## config.mk

```make
export PLATFORM = sky130hd
export DESIGN_NAME = tws_ctrl
export DESIGN_NICKNAME = d
export VERILOG_FILES = /design/src/sv/tws_pkg.sv /design/src/sv/tws_ctrl.sv
export VERILOG_INCLUDE_DIRS = /design/src /design/src/sv
export SDC_FILE = /design/constraint.sdc
export NUM_CORES = 1
export LEC_CHECK = 0
export BUFFER_PORTS_ARGS = -buffer_cell sky130_fd_sc_hd__buf_2
export CAP_MARGIN = 20
export CORE_AREA = 5 5 42 44
export CTS_BUF_LIST = sky130_fd_sc_hd__clkbuf_4 sky130_fd_sc_hd__clkbuf_8 sky130_fd_sc_hd__clkbuf_16
export CTS_CLUSTER_SIZE = 24
export DETAILED_ROUTE_END_ITERATION = 16
export DIE_AREA = 0 0 47 49
export PLACE_DENSITY = 0.43
export SKIP_CTS_REPAIR_TIMING = 1
export SYNTH_ARGS = -nofsm -noshare
export SYNTH_HDL_FRONTEND = slang
export SYNTH_SLANG_ARGS = --single-unit
```

## constraint.sdc

```tcl
create_clock -name clk -period 2.1 [get_ports clk]
set_clock_uncertainty 0.2 [all_clocks]
set_input_delay 0 -clock clk [delete_from_list [all_inputs] [get_ports clk]]
set_output_delay 0 -clock clk [all_outputs]
set_load 0.03 [all_outputs]
```

## src/sv/textured_wall_column_sampler_assert.svh

```systemverilog
// Assertion macros for the textured wall column sampler controller.
`ifndef TEXTURED_WALL_COLUMN_SAMPLER_ASSERT_SVH
`define TEXTURED_WALL_COLUMN_SAMPLER_ASSERT_SVH

// Same-cycle implication, sampled on clk and disabled during rst.
`define TWS_ASSERT_IMPL(lbl, ante, cons, msg) \
  lbl: assert property (@(posedge clk) disable iff (rst) (ante) |-> (cons)) \
    else $error(msg);

// Next-cycle implication, sampled on clk and disabled during rst.
`define TWS_ASSERT_NEXT(lbl, ante, cons, msg) \
  lbl: assert property (@(posedge clk) disable iff (rst) (ante) |=> (cons)) \
    else $error(msg);

`endif

```

## src/sv/tws_pkg.sv

```systemverilog
// Package with the request codes, face codes, constants and control types of the sampler.
package tws_pkg;

  localparam logic [1:0] REQ_LOAD    = 2'd0;
  localparam logic [1:0] REQ_START   = 2'd1;
  localparam logic [1:0] REQ_ADVANCE = 2'd2;

  localparam logic [1:0] FACE_NORTH = 2'd0;
  localparam logic [1:0] FACE_SOUTH = 2'd1;
  localparam logic [1:0] FACE_WEST  = 2'd2;
  localparam logic [1:0] FACE_EAST  = 2'd3;

  localparam int NUM_TEXTURES = 4;
  localparam int FACE_BITS = 2;
  localparam int POS_W = 40;
  localparam logic [23:0] SHADE_MASK = 24'd8355711;
  localparam logic [11:0] SCREEN_HEIGHT_RESET = 12'd480;

  typedef enum logic [1:0] {
    ST_IDLE,
    ST_DIV,
    ST_MUL,
    ST_WAIT
  } tws_state_t;

  typedef struct packed {
    logic write_texel;
    logic start;
    logic div_step;
    logic mul;
    logic rd_issue;
    logic out_load;
  } tws_cmd_t;

  typedef struct packed {
    logic in_slice;
    logic div_last;
    logic out_full;
  } tws_stat_t;

endpackage

```

## src/sv/tws_ctrl.sv

```systemverilog
// Controller state machine that sequences loads, column setup and row reads.
`include "textured_wall_column_sampler_assert.svh"

module tws_ctrl (
  input  logic               clk,
  input  logic               rst,
  input  logic               req_valid,
  input  logic [1:0]         req_type,
  output logic               req_ready,
  input  tws_pkg::tws_stat_t stat,
  output tws_pkg::tws_cmd_t  cmd
);

  tws_pkg::tws_state_t state;
  tws_pkg::tws_state_t state_next;

  always_ff @(posedge clk) begin
    if (rst) begin
      state <= tws_pkg::ST_IDLE;
    end else begin
      state <= state_next;
    end
  end

  always_comb begin
    state_next = state;
    cmd = '0;
    req_ready = 1'b0;
    unique case (state)
      tws_pkg::ST_IDLE: begin
        req_ready = 1'b1;
        if (req_valid) begin
          unique case (req_type)
            tws_pkg::REQ_LOAD: begin
              cmd.write_texel = 1'b1;
            end
            tws_pkg::REQ_START: begin
              cmd.start = 1'b1;
              state_next = tws_pkg::ST_DIV;
            end
            tws_pkg::REQ_ADVANCE: begin
              if (stat.in_slice) begin
                cmd.rd_issue = 1'b1;
                state_next = tws_pkg::ST_WAIT;
              end
            end
            default: begin
            end
          endcase
        end
      end
      tws_pkg::ST_DIV: begin
        cmd.div_step = 1'b1;
        if (stat.div_last) begin
          state_next = tws_pkg::ST_MUL;
        end
      end
      tws_pkg::ST_MUL: begin
        cmd.mul = 1'b1;
        state_next = tws_pkg::ST_IDLE;
      end
      tws_pkg::ST_WAIT: begin
        if (!stat.out_full) begin
          cmd.out_load = 1'b1;
          state_next = tws_pkg::ST_IDLE;
        end
      end
      default: begin
        state_next = tws_pkg::ST_IDLE;
      end
    endcase
  end

  `TWS_ASSERT_NEXT(a_start_to_div, cmd.start, state == tws_pkg::ST_DIV, "start did not enter divide")
  `TWS_ASSERT_NEXT(a_div_to_mul, state == tws_pkg::ST_DIV && stat.div_last, state == tws_pkg::ST_MUL, "divide did not finish")
  `TWS_ASSERT_NEXT(a_read_waits, cmd.rd_issue, state == tws_pkg::ST_WAIT && !req_ready, "read not followed by wait")
  `TWS_ASSERT_IMPL(a_load_in_wait, cmd.out_load, state == tws_pkg::ST_WAIT && !stat.out_full, "pixel loaded outside wait")

endmodule

```

==> reports/summary.md <==
The iteration count of the initial detailed-routing pass is 4, and the delay of the slowest cell on the worst path is 550 ps. The horizontal extent of the die works out to 47 µm. For this design the static power due to leakage is 0.168 nW. For the placer's final routability congestion estimate, the log shows 0.660. The tightest hold path in the finished design has a slack of 118 ps.

Yosys printed 0 warnings. The arrival time at the worst endpoint was 1730 ps; the number of buffers added by the clock tree synthesis step was 3. Relative to the synthesized area, the layout overhead comes to 90.4%. Of the post-synthesis cell area, the dominant cell type holds 23.7%. The clock network fraction of design power is 48.8%. The diode insertion count for antenna repair was 0. The run gives 0 as the initial antenna violation count. The number of nets produced by synthesis was 29; the worst hold path cell count was 3. The startpoint of the lowest-slack register-to-register path is state[1]$_SDFFE_PP0P_.

The area of the core was 1400 µm². The run gives 27.2% as the proportion of power drawn by combinational gates. The flop-to-flop setup slack is 270 ps. Critical path startpoint: state[1]$_SDFFE_PP0P_. Per report_power, the sequential group accounts for 24.0% of the total. The logs give 15 for the I/O pin count and 2 for the maximum clock insertion buffer count.

The largest registers in the layout are state (2). The post-route netlist has 50.0% of its cells at a drive strength greater than 1. In this run the remaining antenna-violating nets after routing total 0.

Using the TritonRoute via totals, the vias-per-cell ratio works out to 3.78. The run gives 0.124 mW as the internal power. The biggest area contributor in the post-synthesis netlist is dfxtp_1. Setup violations remaining at the end of the flow were counted as 0. Registers take 40.0 µm². Global routing used 5.27% of the available tracks. Timing would allow up to 548 MHz. The total net switching power is 0.0539 mW, and the clock slew seen by the registers of the worst setup and hold paths is 30 ps. The headroom to the max-slew limit is 87.4%. The tools report the capturing instance or port of the critical path as state[1]$_SDFFE_PP0P_.

For this block, the initial DRC count from the detailed router was 4. The run finished with clean final reports. STA classifies the critical path endpoint as a flop. The worst setup path is of the flop to flop kind. Of all nets on the critical path, the largest fanout is 6. The run gives 0.129 mV as the maximum vdd drop. For the final global-route overflow total, the log shows 0.

The number of buffers and inverters on the critical path was 1. Setup repair after global routing left no endpoint under its margin. Max-cap violations in this run came to 0. At the worst endpoint, the required time is 2000 ps. The tools report the maximum number of pins on one net before global-route repair as 7.

In this run the number of cells on the critical path is 4. For the sum of routed wire length over all layers, the log shows 543 µm. TritonCTS built the clock tree. The die covers 2300 µm².

Averaged over all synthesized cells, the footprint is 8.04 µm². The logs give 0 for the final-report hold violation count and 1 for the number of H-tree levels. Once the floorplan was initialized, standard cells occupied 12.1% of the core. For the pin with the worst max-slew slack, the measured transition is 189 ps. The net switching share of the total power was 30.3%. The total of buffers placed on input and output ports came out at 14. The worst path setup slack after routing came out at 274 ps. The register with the most flip-flops in the layout has 2 of them.

The worst hold path belongs to the class input port to output pin. Slowest cell on the critical path: dlygate4sd3_1. Chip height: 49 µm. The tools report the setup slack after placement as 856 ps. The final layout contains 52 nets. Ranked by total cell area, the synthesized netlist is headed by dfxtp_1 24%, nand2b_1 7.4%, nor3b_2 7.4%.

Detailed routing inserted a total of 219 vias. The most flop-heavy register is state. Synthesis produced 21 cells. The tree built by TritonCTS fans out to 2 sinks. After detailed routing, the average wire length per cell comes to 9.36 µm. The number of different library cells used by synthesis comes to 16.

The worst path uses 86.9% of the clock period. In this run the clock root is driven by a clkbuf_4. The ratio of total power to cell area is 554 nW/µm², and the clock latency reported for the late side of the worst-skew pair is 230 ps.

In this run the cell area of the synthesized design comes to 169 µm². Sequential elements use 23.7% of the synthesized area. The type of element launching the critical path was a flop. The via count of the first global-routing pass came out at 208. The tools report the reg-to-reg critical path endpoint as state[1]$_SDFFE_PP0P_. The final critical path time including I/O delays and setup was 1830 ps. The number of placement rows is 14, and the global-route wire length before repair is 800 µm. For this run, design rule violations remaining after detail routing come to 0.

Summed over all failing endpoints, the final setup total negative slack is 0 ps. The signal on the critical path passes through mux2_1 -> a32oi_1 -> nor2_1 -> dlygate4sd3_1. Largest delay contributor family on the critical path: buffers and inverters. After filler insertion, the fill cell instance count of the layout stands at 164. The run gives 404 µm as the detailed placer's ending HPWL.

The synthesized design contains 2 register bits. The logs give 0 for the max-slew violation total from the final report and 121 µm² for the multi-input gate area in the final layout. The worst-case reg-to-reg path depth works out to 4.
[cell type report]
class | count | area share, %
flip-flops and latches | 2 | 12.5
inverters | 2 | 2.33
clock buffers | 3 | 7.00
multi-input cells | 17 | 37.7
well taps | 16 | 6.23
repair buffers | 18 | 34.2
[cell usage after synthesis]
cell type / count
nor2_1: 3
dfxtp_1: 2
inv_1: 2
nand2b_1: 2
a21oi_1: 1
a32oi_1: 1
and3_1: 1
and3b_1: 1
mux2_1: 1
nand2_2: 1
nand4b_1: 1
nor2_2: 1
nor2b_1: 1
nor3_1: 1
nor3b_2: 1
o31ai_2: 1
[how the worst min path moves through the flow]
stage | startpoint | to | slack (ps)
finish | req_type[0] | cmd[5] | 120
global route | req_type[1] | cmd[4] | 130
CTS | rst | state[1]$_SDFFE_PP0P_ | -240
detailed placement | rst | state[1]$_SDFFE_PP0P_ | 1
global placement | rst | state[1]$_SDFFE_PP0P_ | 10
floorplan | req_type[1] | cmd[4] | -130
[metal layers]
metal,vias to the layer above,track usage [%],wire length (µm)
met2,11,5.88,242
met1,91,5.68,240
li1,117,-,-
met5,-,0,0
met3,0,2.95,60
met4,0,6.91,0
[kinds of logic (layout without fill, tap and decap cells)]
family          count (synthesis)  count (layout)  synth area share, %
mux                             1               1                 6.67
compound gates                  3               3                 15.6
buf+inv                         2              23                 4.45
flops                           2               2                 23.7
simple gates                   13              13                 49.6
[worst reg2reg max path, stage by stage (launching register included)]
cell	delay [ps]
dfxtp_1	400
mux2_1	340
a32oi_1	140
nor2_1	60
dlygate4sd3_1	550
[power by group through the flow]
stage / Clock, mW / Combinational [mW] / Sequential, mW
after floorplan: 0 / 0.0267 / 0.0427
after global placement: 0 / 0.0433 / 0.0432
after detailed placement: 0 / 0.0429 / 0.0433
after CTS: 0.0906 / 0.0431 / 0.0428
after global routing: 0.0952 / 0.0522 / 0.0434
final: 0.0869 / 0.0484 / 0.0427
[cell usage in the layout (no fill, tap or decap), types with 2 or more instances in the layout]
master,Yosys,layout
dfxtp_1,2,2
clkbuf_4,0,3
dlygate4sd3_1,0,4
nand2b_1,2,2
buf_2,0,14
nor2_1,3,3
inv_1,2,2
[stage by stage]
| step | power [mW] | utilization, % | area, µm² | std cells |
|---|---|---|---|---|
| final | 0.178 | 22.9 | 322 | 58 |
| after global routing | 0.191 | 22.9 | 322 | 58 |
| after CTS | 0.176 | 20.1 | 282 | 54 |
| after detailed placement | 0.0862 | 18.5 | 259 | 51 |
| after global placement | 0.0866 | 18.5 | 259 | 51 |
| after floorplan | 0.0693 | - | 169 | 21 |
Note: power is estimated with default switching activity, not from simulation.
